$ cat config.mk
export PLATFORM = sky130hd
export DESIGN_NAME = line_follow_steering_controller
export DESIGN_NICKNAME = d
export VERILOG_FILES = /design/src/lfsc_pkg.sv /design/src/line_follow_steering_controller.sv
export SDC_FILE = /design/constraint.sdc
export NUM_CORES = 2
export LEC_CHECK = 0
export ABC_AREA = 1
export BUFFER_PORTS_ARGS = -buffer_cell sky130_fd_sc_hd__buf_2
export CAP_MARGIN = 30
export CORE_UTILIZATION = 35
export CTS_BUF_LIST = sky130_fd_sc_hd__clkbuf_16
export CTS_CLUSTER_SIZE = 40
export DETAILED_ROUTE_END_ITERATION = 8
export RECOVER_POWER = 50
export SLEW_MARGIN = 5
export SYNTH_ARGS = -nofsm -noshare
export SYNTH_HDL_FRONTEND = slang
export SYNTH_SLANG_ARGS = --single-unit
export TNS_END_PERCENT = 1
$ cat constraint.sdc
create_clock -name i_clk -period 8.55 [get_ports i_clk]
set_clock_uncertainty 0.2 [all_clocks]
set_input_delay 1.71 -clock i_clk [delete_from_list [all_inputs] [get_ports i_clk]]
set_output_delay 1.71 -clock i_clk [all_outputs]
set_load 0.05 [all_outputs]
$ cat src/lfsc_pkg.sv
package lfsc_pkg;

    // Field widths
    localparam int unsigned SPD_W    = 17;
    localparam int unsigned TICK_W   = 32;
    localparam int unsigned DLY_W    = 16;
    localparam int unsigned CMD_W    = 3;
    localparam int unsigned DEG_W    = 9;
    localparam int unsigned DIST_W   = 8;
    localparam int unsigned ACT_W    = 2;
    localparam int unsigned SS_W     = 3;
    localparam int unsigned WIDE_W   = SPD_W + 2;
    localparam int unsigned IN_DW    = 40;
    localparam int unsigned OUT_DW   = 56;
    localparam int unsigned APB_AW   = 5;
    localparam int unsigned APB_DW   = 32;

    typedef logic [SPD_W-1:0]         t_spd;
    typedef logic signed [WIDE_W-1:0] t_spd_wide;
    typedef logic [TICK_W-1:0]        t_tick;
    typedef logic [DLY_W-1:0]         t_dly;

    // Speed constants, Q1.16
    localparam t_spd SPD_ONE = 17'd65536;

    // Register reset values
    localparam t_spd RST_BASE_SPEED = 17'd32768;
    localparam t_spd RST_STEP_SIZE  = 17'd7;
    localparam t_spd RST_SPEED_LO   = 17'd13107;
    localparam t_spd RST_SPEED_HI   = 17'd65536;
    localparam t_dly RST_LOST_DLY   = 16'd300;
    localparam t_dly RST_RECOV_DLY  = 16'd50;

    // Register indexes (word address)
    localparam logic [2:0] REG_BASE_SPEED = 3'd0;
    localparam logic [2:0] REG_STEP_SIZE  = 3'd1;
    localparam logic [2:0] REG_MIN_SPEED  = 3'd2;
    localparam logic [2:0] REG_MAX_SPEED  = 3'd3;
    localparam logic [2:0] REG_LOST_DLY   = 3'd4;
    localparam logic [2:0] REG_RECOV_DLY  = 3'd5;

    // Item kinds
    localparam logic [ACT_W-1:0] ACT_UPDATE = 2'd0;
    localparam logic [ACT_W-1:0] ACT_START  = 2'd1;
    localparam logic [ACT_W-1:0] ACT_STOP   = 2'd2;

    // Search sequence states
    localparam logic [SS_W-1:0] SS_IDLE      = 3'd0;
    localparam logic [SS_W-1:0] SS_ROT_LEFT  = 3'd1;
    localparam logic [SS_W-1:0] SS_ROT_RIGHT = 3'd2;
    localparam logic [SS_W-1:0] SS_ROT_BACK  = 3'd3;
    localparam logic [SS_W-1:0] SS_SEEK      = 3'd4;

    // Drive commands
    localparam logic [CMD_W-1:0] CMD_NONE   = 3'd0;
    localparam logic [CMD_W-1:0] CMD_START  = 3'd1;
    localparam logic [CMD_W-1:0] CMD_ROTATE = 3'd2;
    localparam logic [CMD_W-1:0] CMD_DRIVE  = 3'd3;
    localparam logic [CMD_W-1:0] CMD_CANCEL = 3'd4;

    // Search move parameters
    localparam logic signed [DEG_W-1:0] DEG_P90  = 9'sd90;
    localparam logic signed [DEG_W-1:0] DEG_N90  = -9'sd90;
    localparam logic signed [DEG_W-1:0] DEG_P180 = 9'sd180;
    localparam logic signed [DEG_W-1:0] DEG_N180 = -9'sd180;
    localparam logic [DIST_W-1:0]       SEEK_DIST = 8'd150;

    typedef struct packed {
        logic                      motor_write;
        t_spd                      left_speed;
        t_spd                      right_speed;
        logic [CMD_W-1:0]          drive_cmd;
        logic signed [DEG_W-1:0]   rotate_degrees;
        logic [DIST_W-1:0]         drive_distance;
    } t_result;

endpackage

$ cat src/line_follow_steering_controller.sv
// Channel   | Group         | Contents
// ----------+---------------+------------------------------------------------
// input     | s_axis_*      | tuser: action; tdata: sensors, tick, move_done
// output    | m_axis_*      | tdata: motor write, speeds, drive command, move
// config    | APB (psel...) | six registers at byte address 4*i
//
// One item per cycle while the output is not stalled: the item is handled in the cycle it is accepted and
// its result lands in the output register at that edge.
// The result is held in a single result register.
// The input side stays ready while the result register is empty or drained.
// Reset is synchronous and active low; registers except r_out return to their defaults.
module line_follow_steering_controller (
    input  logic                         i_clk,
    input  logic                         i_rst_n,
    // [0] sense_left, [1] sense_middle, [2] sense_right, [34:3] now_ms,
    // [35] move_done, [39:36] zero
    input  logic [lfsc_pkg::IN_DW-1:0]   s_axis_tdata,
    // [1:0] action
    input  logic [lfsc_pkg::ACT_W-1:0]   s_axis_tuser,
    input  logic                         s_axis_tvalid,
    output logic                         s_axis_tready,
    // [0] motor_write, [17:1] left_speed, [34:18] right_speed,
    // [37:35] drive_cmd, [46:38] rotate_degrees, [54:47] drive_distance,
    // [55] zero
    output logic [lfsc_pkg::OUT_DW-1:0]  m_axis_tdata,
    output logic                         m_axis_tvalid,
    input  logic                         m_axis_tready,
    input  logic                         psel,
    input  logic                         penable,
    input  logic                         pwrite,
    input  logic [lfsc_pkg::APB_AW-1:0]  paddr,
    input  logic [lfsc_pkg::APB_DW-1:0]  pwdata,
    output logic [lfsc_pkg::APB_DW-1:0]  prdata,
    output logic                         pready
);
    import lfsc_pkg::*;

    // Configuration registers
    t_spd r_base_speed, r_step_size, r_speed_lo, r_speed_hi;
    t_dly r_lost_dly, r_recov_dly;

    // Controller state
    logic            r_running, n_running;
    t_spd            r_left_vel, n_left_vel;
    t_spd            r_right_vel, n_right_vel;
    t_tick           r_lost_since, n_lost_since;
    logic            r_lost_valid, n_lost_valid;
    t_tick           r_found_since, n_found_since;
    logic            r_found_valid, n_found_valid;
    logic [SS_W-1:0] r_search, n_search;
    logic            r_turn_left, n_turn_left;

    // Result register
    logic    r_out_valid;
    t_result r_out;
    t_result n_out;

    // Input fields
    logic [ACT_W-1:0] in_action;
    logic             in_sl, in_sm, in_sr, in_done;
    t_tick            in_now;
    logic             in_xfer;

    // Configuration write
    logic             cfg_wr;
    logic [2:0]       cfg_idx;
    t_spd             cfg_spd;

    // Path temporaries
    t_tick            lost_elapsed, found_ref, found_elapsed;
    logic             turn;

    function automatic t_spd clamp_spd(input t_spd_wide v, input t_spd lo, input t_spd hi);
        t_spd_wide x;
        x = v;
        if (x > $signed({2'b00, hi})) x = {2'b00, hi};
        if (x < $signed({2'b00, lo})) x = {2'b00, lo};
        return x[SPD_W-1:0];
    endfunction

    function automatic t_spd_wide toward(input t_spd v, input t_spd base, input t_spd step);
        t_spd_wide x;
        t_spd_wide b;
        t_spd_wide s;
        x = {2'b00, v};
        b = {2'b00, base};
        s = {2'b00, step};
        if (x > b) x = x - s;
        if (x < b) x = x + s;
        return x;
    endfunction

    assign in_action = s_axis_tuser;
    assign in_sl     = s_axis_tdata[0];
    assign in_sm     = s_axis_tdata[1];
    assign in_sr     = s_axis_tdata[2];
    assign in_now    = s_axis_tdata[34:3];
    assign in_done   = s_axis_tdata[35];

    assign s_axis_tready = !r_out_valid || m_axis_tready;
    assign in_xfer       = s_axis_tvalid && s_axis_tready;

    assign m_axis_tvalid = r_out_valid;
    assign m_axis_tdata  = {1'b0, r_out.drive_distance, r_out.rotate_degrees,
                            r_out.drive_cmd, r_out.right_speed, r_out.left_speed,
                            r_out.motor_write};

    // Configuration port
    assign pready  = 1'b1;
    assign cfg_wr  = psel && penable && pwrite;
    assign cfg_idx = paddr[4:2];
    assign cfg_spd = (pwdata[SPD_W-1:0] > SPD_ONE) ? SPD_ONE : pwdata[SPD_W-1:0];

    always_comb begin
        prdata = '0;
        unique case (cfg_idx)
            REG_BASE_SPEED: prdata = {{(APB_DW-SPD_W){1'b0}}, r_base_speed};
            REG_STEP_SIZE:  prdata = {{(APB_DW-SPD_W){1'b0}}, r_step_size};
            REG_MIN_SPEED:  prdata = {{(APB_DW-SPD_W){1'b0}}, r_speed_lo};
            REG_MAX_SPEED:  prdata = {{(APB_DW-SPD_W){1'b0}}, r_speed_hi};
            REG_LOST_DLY:   prdata = {{(APB_DW-DLY_W){1'b0}}, r_lost_dly};
            REG_RECOV_DLY:  prdata = {{(APB_DW-DLY_W){1'b0}}, r_recov_dly};
            default:        prdata = '0;
        endcase
    end

    always_ff @(posedge i_clk) begin
        if (!i_rst_n) begin
            r_base_speed <= RST_BASE_SPEED;
            r_step_size  <= RST_STEP_SIZE;
            r_speed_lo   <= RST_SPEED_LO;
            r_speed_hi   <= RST_SPEED_HI;
            r_lost_dly   <= RST_LOST_DLY;
            r_recov_dly  <= RST_RECOV_DLY;
        end else if (cfg_wr) begin
            unique case (cfg_idx)
                REG_BASE_SPEED: r_base_speed <= cfg_spd;
                REG_STEP_SIZE:  r_step_size  <= cfg_spd;
                REG_MIN_SPEED:  r_speed_lo   <= cfg_spd;
                REG_MAX_SPEED:  r_speed_hi   <= cfg_spd;
                REG_LOST_DLY:   r_lost_dly   <= pwdata[DLY_W-1:0];
                REG_RECOV_DLY:  r_recov_dly  <= pwdata[DLY_W-1:0];
                default: ;
            endcase
        end
    end

    // Steering and search decision for one item
    always_comb begin
        n_running     = r_running;
        n_left_vel    = r_left_vel;
        n_right_vel   = r_right_vel;
        n_lost_since  = r_lost_since;
        n_lost_valid  = r_lost_valid;
        n_found_since = r_found_since;
        n_found_valid = r_found_valid;
        n_search      = r_search;
        n_turn_left   = r_turn_left;
        n_out         = '0;
        turn          = r_turn_left;

        lost_elapsed  = in_now - r_lost_since;
        found_ref     = r_found_valid ? r_found_since : in_now;
        found_elapsed = in_now - found_ref;

        priority if (in_action == ACT_START) begin
            n_left_vel        = r_base_speed;
            n_right_vel       = r_base_speed;
            n_running         = 1'b1;
            n_out.motor_write = 1'b1;
        end else if (in_action == ACT_STOP) begin
            n_left_vel        = '0;
            n_right_vel       = '0;
            n_running         = 1'b0;
            n_out.motor_write = 1'b1;
        end else if (in_action == ACT_UPDATE && r_running) begin
            if (!in_sl && !in_sm && !in_sr) begin
                // Line lost: start timing, then walk the search sequence
                if (!r_lost_valid) begin
                    n_lost_since = in_now;
                    n_lost_valid = 1'b1;
                    n_search     = SS_IDLE;
                end else begin
                    n_found_valid = 1'b0;
                    n_found_since = '0;
                    if (lost_elapsed > {{(TICK_W-DLY_W){1'b0}}, r_lost_dly}) begin
                        unique case (r_search)
                            SS_IDLE: begin
                                n_search             = r_turn_left ? SS_ROT_LEFT : SS_ROT_RIGHT;
                                n_out.rotate_degrees = r_turn_left ? DEG_N90 : DEG_P90;
                                n_out.drive_cmd      = CMD_ROTATE;
                            end
                            SS_ROT_RIGHT: begin
                                if (!in_done) begin
                                    n_out.drive_cmd = CMD_START;
                                end else begin
                                    n_out.rotate_degrees = r_turn_left ? DEG_N90 : DEG_N180;
                                    n_search  = r_turn_left ? SS_ROT_BACK : SS_ROT_LEFT;
                                    n_out.drive_cmd = CMD_ROTATE;
                                end
                            end
                            SS_ROT_LEFT: begin
                                if (!in_done) begin
                                    n_out.drive_cmd = CMD_START;
                                end else begin
                                    n_out.rotate_degrees = r_turn_left ? DEG_P180 : DEG_P90;
                                    n_search  = r_turn_left ? SS_ROT_RIGHT : SS_ROT_BACK;
                                    n_out.drive_cmd = CMD_ROTATE;
                                end
                            end
                            SS_ROT_BACK: begin
                                if (!in_done) begin
                                    n_out.drive_cmd = CMD_START;
                                end else begin
                                    n_out.drive_distance = SEEK_DIST;
                                    n_search             = SS_SEEK;
                                    n_out.drive_cmd      = CMD_DRIVE;
                                end
                            end
                            default: begin
                                // Seek: finish the search once the move is done; an undefined code returns to idle
                                if (in_done || r_search != SS_SEEK) n_search = SS_IDLE;
                                n_out.drive_cmd = CMD_START;
                            end
                        endcase
                    end
                end
            end else begin
                // Line seen: steer toward it
                if (!r_found_valid) begin
                    n_found_since = in_now;
                    n_found_valid = 1'b1;
                end
                priority if (in_sl) begin
                    turn        = 1'b1;
                    n_right_vel = clamp_spd($signed({2'b00, r_right_vel}) +
                                            $signed({2'b00, r_step_size}),
                                            r_speed_lo, r_speed_hi);
                    n_left_vel  = clamp_spd($signed({2'b00, r_left_vel}) -
                                            $signed({2'b00, r_step_size}),
                                            r_speed_lo, r_speed_hi);
                end else if (in_sr) begin
                    turn        = 1'b0;
                    n_left_vel  = clamp_spd($signed({2'b00, r_left_vel}) +
                                            $signed({2'b00, r_step_size}),
                                            r_speed_lo, r_speed_hi);
                    n_right_vel = clamp_spd($signed({2'b00, r_right_vel}) -
                                            $signed({2'b00, r_step_size}),
                                            r_speed_lo, r_speed_hi);
                end else begin
                    n_left_vel  = clamp_spd(toward(r_left_vel, r_base_speed, r_step_size),
                                            r_speed_lo, r_speed_hi);
                    n_right_vel = clamp_spd(toward(r_right_vel, r_base_speed, r_step_size),
                                            r_speed_lo, r_speed_hi);
                end
                if (found_elapsed > {{(TICK_W-DLY_W){1'b0}}, r_recov_dly}) begin
                    n_turn_left       = turn;
                    n_out.drive_cmd   = CMD_CANCEL;
                    n_search          = SS_IDLE;
                    n_lost_valid      = 1'b0;
                    n_lost_since      = '0;
                    n_out.motor_write = 1'b1;
                end
            end
        end else begin
            // Unknown action, or update while stopped: report only
        end

        n_out.left_speed  = n_left_vel;
        n_out.right_speed = n_right_vel;
    end

    // Commit state on each input transfer
    always_ff @(posedge i_clk) begin
        if (!i_rst_n) begin
            r_running     <= 1'b0;
            r_left_vel    <= '0;
            r_right_vel   <= '0;
            r_lost_since  <= '0;
            r_lost_valid  <= 1'b0;
            r_found_since <= '0;
            r_found_valid <= 1'b0;
            r_search      <= SS_IDLE;
            r_turn_left   <= 1'b0;
        end else if (in_xfer) begin
            r_running     <= n_running;
            r_left_vel    <= n_left_vel;
            r_right_vel   <= n_right_vel;
            r_lost_since  <= n_lost_since;
            r_lost_valid  <= n_lost_valid;
            r_found_since <= n_found_since;
            r_found_valid <= n_found_valid;
            r_search      <= n_search;
            r_turn_left   <= n_turn_left;
        end
    end

    // Hold the result until the output transfer
    always_ff @(posedge i_clk) begin
        if (!i_rst_n) begin
            r_out_valid <= 1'b0;
        end else if (in_xfer) begin
            r_out_valid <= 1'b1;
        end else if (m_axis_tready) begin
            r_out_valid <= 1'b0;
        end
    end

    always_ff @(posedge i_clk) begin
        if (in_xfer) begin
            r_out <= n_out;
        end
    end

`ifndef ASSERT_OFF
    a_stopped_zero: assert property (@(posedge i_clk) disable iff (!i_rst_n)
        !r_running |-> (r_left_vel == '0 && r_right_vel == '0))
        else $error("wheel speeds nonzero while stopped");

    a_search_range: assert property (@(posedge i_clk) disable iff (!i_rst_n)
        r_search <= SS_SEEK)
        else $error("search sequence left its defined states");

    a_move_fields: assert property (@(posedge i_clk) disable iff (!i_rst_n)
        r_out_valid && r_out.drive_cmd != CMD_ROTATE |-> r_out.rotate_degrees == '0)
        else $error("rotate angle given without a rotate command");

    a_drive_dist: assert property (@(posedge i_clk) disable iff (!i_rst_n)
        r_out_valid && r_out.drive_cmd == CMD_DRIVE |-> r_out.drive_distance == SEEK_DIST)
        else $error("drive command without seek distance");

    a_result_follows: assert property (@(posedge i_clk) disable iff (!i_rst_n)
        in_xfer |=> r_out_valid)
        else $error("accepted item produced no result");
`endif

endmodule
### Word level (Yosys, flattened, before mapping)

Index checks and enable logic that the tools add are counted.
Widths: inputs -> output; s select.

* bits in registers: 261
* bits in latches: 0
* memory bits (writable): 0
* ROM bits: 0
* bits of input ports: 86
* output and inout port bits: 91
* word-level logic and storage cells: 244
* memories kept: 0

* add/subtract/negate cells: 8
* multipliers: 0
* divide/modulo/power cells: 0
* order comparisons: 19
* equal/unequal tests: 18
* shift-type cells: 0
* multiplexer cells: 134
* bitwise operators: 7
* reduce and logical (&&, ||, !) cells: 36

Operator list (count)
* $mux 19: 66
* $mux 17: 19
* $mux 32: 6
* $lt 19x18->1: 8
* $pmux 17 s6: 1
* $gt 19x18->1: 4
* $gt 32x16->1: 2
* $sub 32x32->32: 2
* $mux 20: 2
* $mux 8: 5
* $add 19x18->19: 2
* $add 17x17->18: 2
* $gt 18x17->1: 2
* $mux 18: 2
* $sub 17x17->18: 2
* $gt 17x17->1: 2
* $mux 3: 10
* $pmux 9 s3: 1
* $mux 9: 2
* $gt 17x17->1 const B: 1
* $mux 1: 14
* $reduce_and 2->1: 7
* $eq 3x2->1 const B: 4
* $ne 4x4->1 const B: 3
* other kinds (26): 53

### Depth between registers and ports, before layout

* word-level depth: 32
* mapped depth: 67

### Worst setup path after synthesis

Ideal clock, no wire load.

* path type: reg-to-reg
* from: register r_left_vel[0]
* to: register r_out, in the netlist m_axis_tdata[6], data pin
* library setup time: 0.255 ns
* arrival: 7.215 ns
* path slack: 0.880 ns
* stages on the path, launching flop included: 54
* period minus slack after synthesis: 7.670 ns
* cells stage by stage: dfxtp_1 -> inv_1 -> ha_1 -> fa_1 -> o21bai_1 -> a21oi_1 -> o21ai_0 -> a21boi_1 -> o21ai_0 -> nand2_1 -> nand2_1 -> a21oi_1 -> o21ai_1 -> xor2_1 -> nand2_1 -> nand2_1 -> ha_1 -> nand2_1 -> (+18 left out) -> nand2_1 -> o21ai_0 -> ha_1 -> a21oi_1 -> o21ai_0 -> a21oi_1 -> nor2_1 -> nor3_1 -> nand2_4 -> nand2_4 -> buf_6 -> nand2_1 -> nand3_1 -> nand3_1 -> nand2_1 -> nand2_1 -> nand2_1 -> nand2_1

* longest elaborated chain between the ends: 32

Ends and longest elaborated chain
* start: declaration: RTL line line_follow_steering_controller.sv:44 `t_spd r_left_vel, n_left_vel;`
* start signal: assignment: RTL line line_follow_steering_controller.sv:287 `r_left_vel <= n_left_vel;`
* $sub 17x17->18 or $gt 17x17->1 (tied branches): RTL line line_follow_steering_controller.sv:88, line_follow_steering_controller.sv:239
* $mux 19: RTL line line_follow_steering_controller.sv:88 `if (x > b) x = x - s;`
* $mux 19: RTL line line_follow_steering_controller.sv:242 `end else if (in_sr) begin`
* $mux 19: RTL line line_follow_steering_controller.sv:234 `priority if (in_sl) begin`
* $mux 19: RTL line line_follow_steering_controller.sv:177 `if (!in_sl && !in_sm && !in_sr) begin`
* $mux 19: RTL line line_follow_steering_controller.sv:176 `end else if (in_action == ACT_UPDATE && r_running) begin`
* $mux 19: RTL line line_follow_steering_controller.sv:171 `end else if (in_action == ACT_STOP) begin`
* $mux 19: RTL line line_follow_steering_controller.sv:166 `priority if (in_action == ACT_START) begin`
* (+17 left out)
* $mux 17: RTL line line_follow_steering_controller.sv:77 `if (x < $signed({2'b00, lo})) x = {2'b00, lo};`
* $mux 17: RTL line line_follow_steering_controller.sv:242
* $mux 17 *: RTL line line_follow_steering_controller.sv:234
* $mux 17 *: RTL line line_follow_steering_controller.sv:177
* $mux 17 *: RTL line line_follow_steering_controller.sv:176
* $mux 17 *: RTL line line_follow_steering_controller.sv:171
* $mux 17 *: RTL line line_follow_steering_controller.sv:166
* net n_left_vel[5]: RTL line line_follow_steering_controller.sv:44
* end signal: assignment: RTL line line_follow_steering_controller.sv:311 `r_out <= n_out;`
* end: declaration: RTL line line_follow_steering_controller.sv:55 `t_result r_out;`

Mark *: on every way through the listed nets, which the timed path passes. The rest lies on a longest branch. The select of a mux whose other input is x is not followed.
A chain may end at the register's enable or synchronous reset.

==> out/results.ini <==
[synthesis]
netlist.area_leader.share_pct=19.7
ys_seq_area_share_pct=18.6
fraction_of_registers_with_async_set_or_reset_after_synthesis_pct=0
yosys_warnings=0
synth_top_cell_by_area=sky130_fd_sc_hd__ha_1
yosys_register_bits=251
synth_flop_cell=sky130_fd_sc_hd__dfxtp_1
mappedNetlistArea_um2=29400
synth_area_leaders=sky130_fd_sc_hd__ha_1, sky130_fd_sc_hd__dfxtp_1, sky130_fd_sc_hd__nand2_1
synth_edf_count=45
syn_inst=4424
per_instance_average_area_after_synthesis_um2=6.65
synth.distinct_cells=73

[die]
floorplan.die.width_um=292
initial_core_util_pct=35.6
dieHeight_um=292
placementRows=105
die_area_um2=85200
core_region_area_um2=82600
io_pins=177

[clocking]
cts_num_sinks=251
cts.path.max_buffers=3
htree_levels=2
cts_inserted_buffers=34
cts_tree=done
clockRootBuffer=sky130_fd_sc_hd__clkbuf_16
clock_latency_ns=0.59
clk_transition_reported_paths_ns=0.06

[routing]
m1WireLength_um=57100
route.detailed.vias_per_inst=5.51
postRouteWirelength_um=130000
drc=0
route.met3.wl_um=12100
detailroute.via_count=32700
ant_nets=0
drt-initial-drc-count=3444
routedWlPerCell_um=21.9
detailroute.wirelength.met2_um=53600
drt_pre_antenna_iters=8
topRoutingLayerUsed=met5

[final_layout]
sequential_area_um2=5480
multiInputGateArea_um2=21800
syn_to_final_growth_pct=21.0
final_layout_size_suffix_gt1_share_pct=16.4
num-fill-cells=8771
insertedDiodeCount=0
final_area_um2=35600
finish.utilization_pct=43.0
number_of_nets_in_the_layout=5408

[timing]
max_freq_mhz=117
max_slew_margin_pct=-113
report.final.slew_viol_count=82
crit_share_post_route_pct=99.8
setup-violations-final=0
rsz0062_at_grt=yes
worst_slew_pin_slew_ns=3.19
finalHoldViolations=0
period_needed_ns=8.53

[run_status]
run_status=finished with violations
violations=max-capacitance violations, max-slew violations

[setup_path]
timing.critical_path.mode_cell=sky130_fd_sc_hd__nand2_1
reg2reg_from=r_right_vel[0]
critical_path.endpoint_type=flip-flop
cpMaxStageDelayCell=sky130_fd_sc_hd__fa_2
crit_path_start=r_right_vel[0]
cp.arrival_ns=8.59
path_class=reg2reg
timing.critical_path.fanout_max=9
cp-start-kind=flip-flop
r2r_slack_ns=0.02
required_ns=8.60
max_stage_delay_ns=0.39

[placement]
hpwl_um=106000
numPortBuffers=133
dpl-instance-area_um2=33600
routability_congestion=1.09

[global_route]
antenna_found_initial=5
grt_first_pass_wirelength_um=189000
grt_pass1_vias=29600
grt_util_all_layers_pct=29.5
globalRoute.totalOverflow=0
maximum_number_of_pins_on_one_net_before_global_route_repair=82

[power_and_ir_drop]
p_per_area_nw_per_um2=213
power.ir.vdd_worst_uv=137
total_leakage_power_nw=17.0

[hold_path]
timing.hold.worst.start=r_lost_since[7]
hold_path.class=reg2reg

[run]
drv_cap=1

## worst max-delay path, delay by kind of cell (launching register included)
| family | cells | cell delay [ns] |
|---|---|---|
| flops | 1 | 0.33 |
| fa+ha+maj | 5 | 1.28 |
| simple gates | 35 | 3.41 |
| compound gates | 15 | 2.00 |
| buf+inv | 7 | 0.95 |
## power breakdown
part	internal (mW)	leakage (nW)	switching (mW)
logic	2.00	14.3	2.89
registers	1.24	2.12	0.0287
clock network	0.798	0.569	0.624
total	4.04	17.0	3.54
## final timing paths
path,to,depth (start not counted)
max,m_axis_tdata[23],62
min,r_lost_since[7],2
max reg2reg,m_axis_tdata[23],62
min reg2reg,r_lost_since[7],2
## synth_stat cells (46+ instances only)
| master | n |
|---|---|
| sky130_fd_sc_hd__a21oi_1 | 553 |
| sky130_fd_sc_hd__clkbuf_1 | 101 |
| sky130_fd_sc_hd__dfxtp_1 | 206 |
| sky130_fd_sc_hd__ha_1 | 463 |
| sky130_fd_sc_hd__inv_1 | 500 |
| sky130_fd_sc_hd__nand2_1 | 1036 |
| sky130_fd_sc_hd__nand3_1 | 263 |
| sky130_fd_sc_hd__nand4_1 | 46 |
| sky130_fd_sc_hd__nor2_1 | 181 |
| sky130_fd_sc_hd__o211ai_1 | 51 |
| sky130_fd_sc_hd__o21ai_0 | 350 |
| sky130_fd_sc_hd__xor2_1 | 101 |
## cells in the final DEF, fill, tap and decap left out, types with 36 or more instances in the layout
cell type,synthesis,layout
sky130_fd_sc_hd__nand2_1,1036,972
sky130_fd_sc_hd__a21oi_1,553,543
sky130_fd_sc_hd__nand4_1,46,46
sky130_fd_sc_hd__nand2_2,21,74
sky130_fd_sc_hd__xor2_1,101,99
sky130_fd_sc_hd__clkbuf_16,0,36
sky130_fd_sc_hd__clkbuf_1,101,48
sky130_fd_sc_hd__ha_1,463,457
sky130_fd_sc_hd__or2_2,37,37
sky130_fd_sc_hd__xnor2_1,41,41
sky130_fd_sc_hd__edfxtp_1,45,45
sky130_fd_sc_hd__o21ai_0,350,312
sky130_fd_sc_hd__dfxtp_1,206,203
sky130_fd_sc_hd__nand3_1,263,251
sky130_fd_sc_hd__buf_2,31,87
sky130_fd_sc_hd__inv_1,500,505
sky130_fd_sc_hd__nor3_1,45,42
sky130_fd_sc_hd__buf_4,31,396
sky130_fd_sc_hd__nor2_1,181,172
sky130_fd_sc_hd__o211ai_1,51,51
## flip-flops by register name, indices dropped and copies added, names as in the netlist
signal         count
m_axis_tdata      45
m_axis_tvalid      1
r_base_speed      17
r_found_since     32
r_found_valid      1
r_left_vel        17
r_lost_dly        16
r_lost_since      32
r_lost_valid       1
r_recov_dly       16
r_right_vel       17
r_running          1
r_search           3
r_speed_hi        17
r_speed_lo        17
r_step_size       17
r_turn_left        1
## layer usage
| layer | global-route usage, % | up-vias |
|---|---|---|
| met3 | 4.62 | 290 |
| met5 | 0 | - |
| li1 | - | 15900 |
| met1 | 41.1 | 15100 |
| met4 | 14.5 | 2 |
| met2 | 43.9 | 1443 |
## layout make-up
class	count	share of cell area [%]
clock inverters	28	0.640
clock buffers	34	2.39
flip-flops and latches	251	15.4
repair buffers	550	11.0
well taps	1070	3.76
inverters	511	5.42
multi-input cells	3502	61.4
repair inverters	1	0.0211
## cell families after synthesis
logic type	count (synthesis)	share of synthesized area (%)
other	2	0.0255
AND/OR/NAND/NOR	1691	24.7
AO/OA/AOI/OAI	1142	21.4
multiplexers	31	1.06
flip-flops	251	18.6
adder cells (fa/ha/maj)	471	20.2
buffers and inverters	694	9.67
XOR/XNOR	142	4.23
## timing repair
item / CTS / global route
endpoints found under the setup margin: 68 / 68
gates cloned: 3 / 3
hold buffers: 0 / 0
setup buffers: 15 / 8
pin swaps: 19 / 48
gates resized for setup: 80 / 130
## through the flow
step / setup WS, ns / setup TNS (ns) / cells / power, mW / hold slack (ns)
3_3_place_gp: -0.433 / -19.90 / 5852 / 5.57 / 0.249
6_report: 0.0170 / 0 / 5947 / 7.58 / 0.262
4_1_cts: 0.00351 / 0 / 5936 / 7.24 / 0.262
5_1_grt: -0.415 / -21.35 / 5947 / 8.10 / 0.279
3_5_place_dp: -0.490 / -23.70 / 5856 / 5.62 / 0.253
2_1_floorplan: 0.880 / 0 / 4444 / 3.91 / 0.239
(Power assumes the default switching activity.)
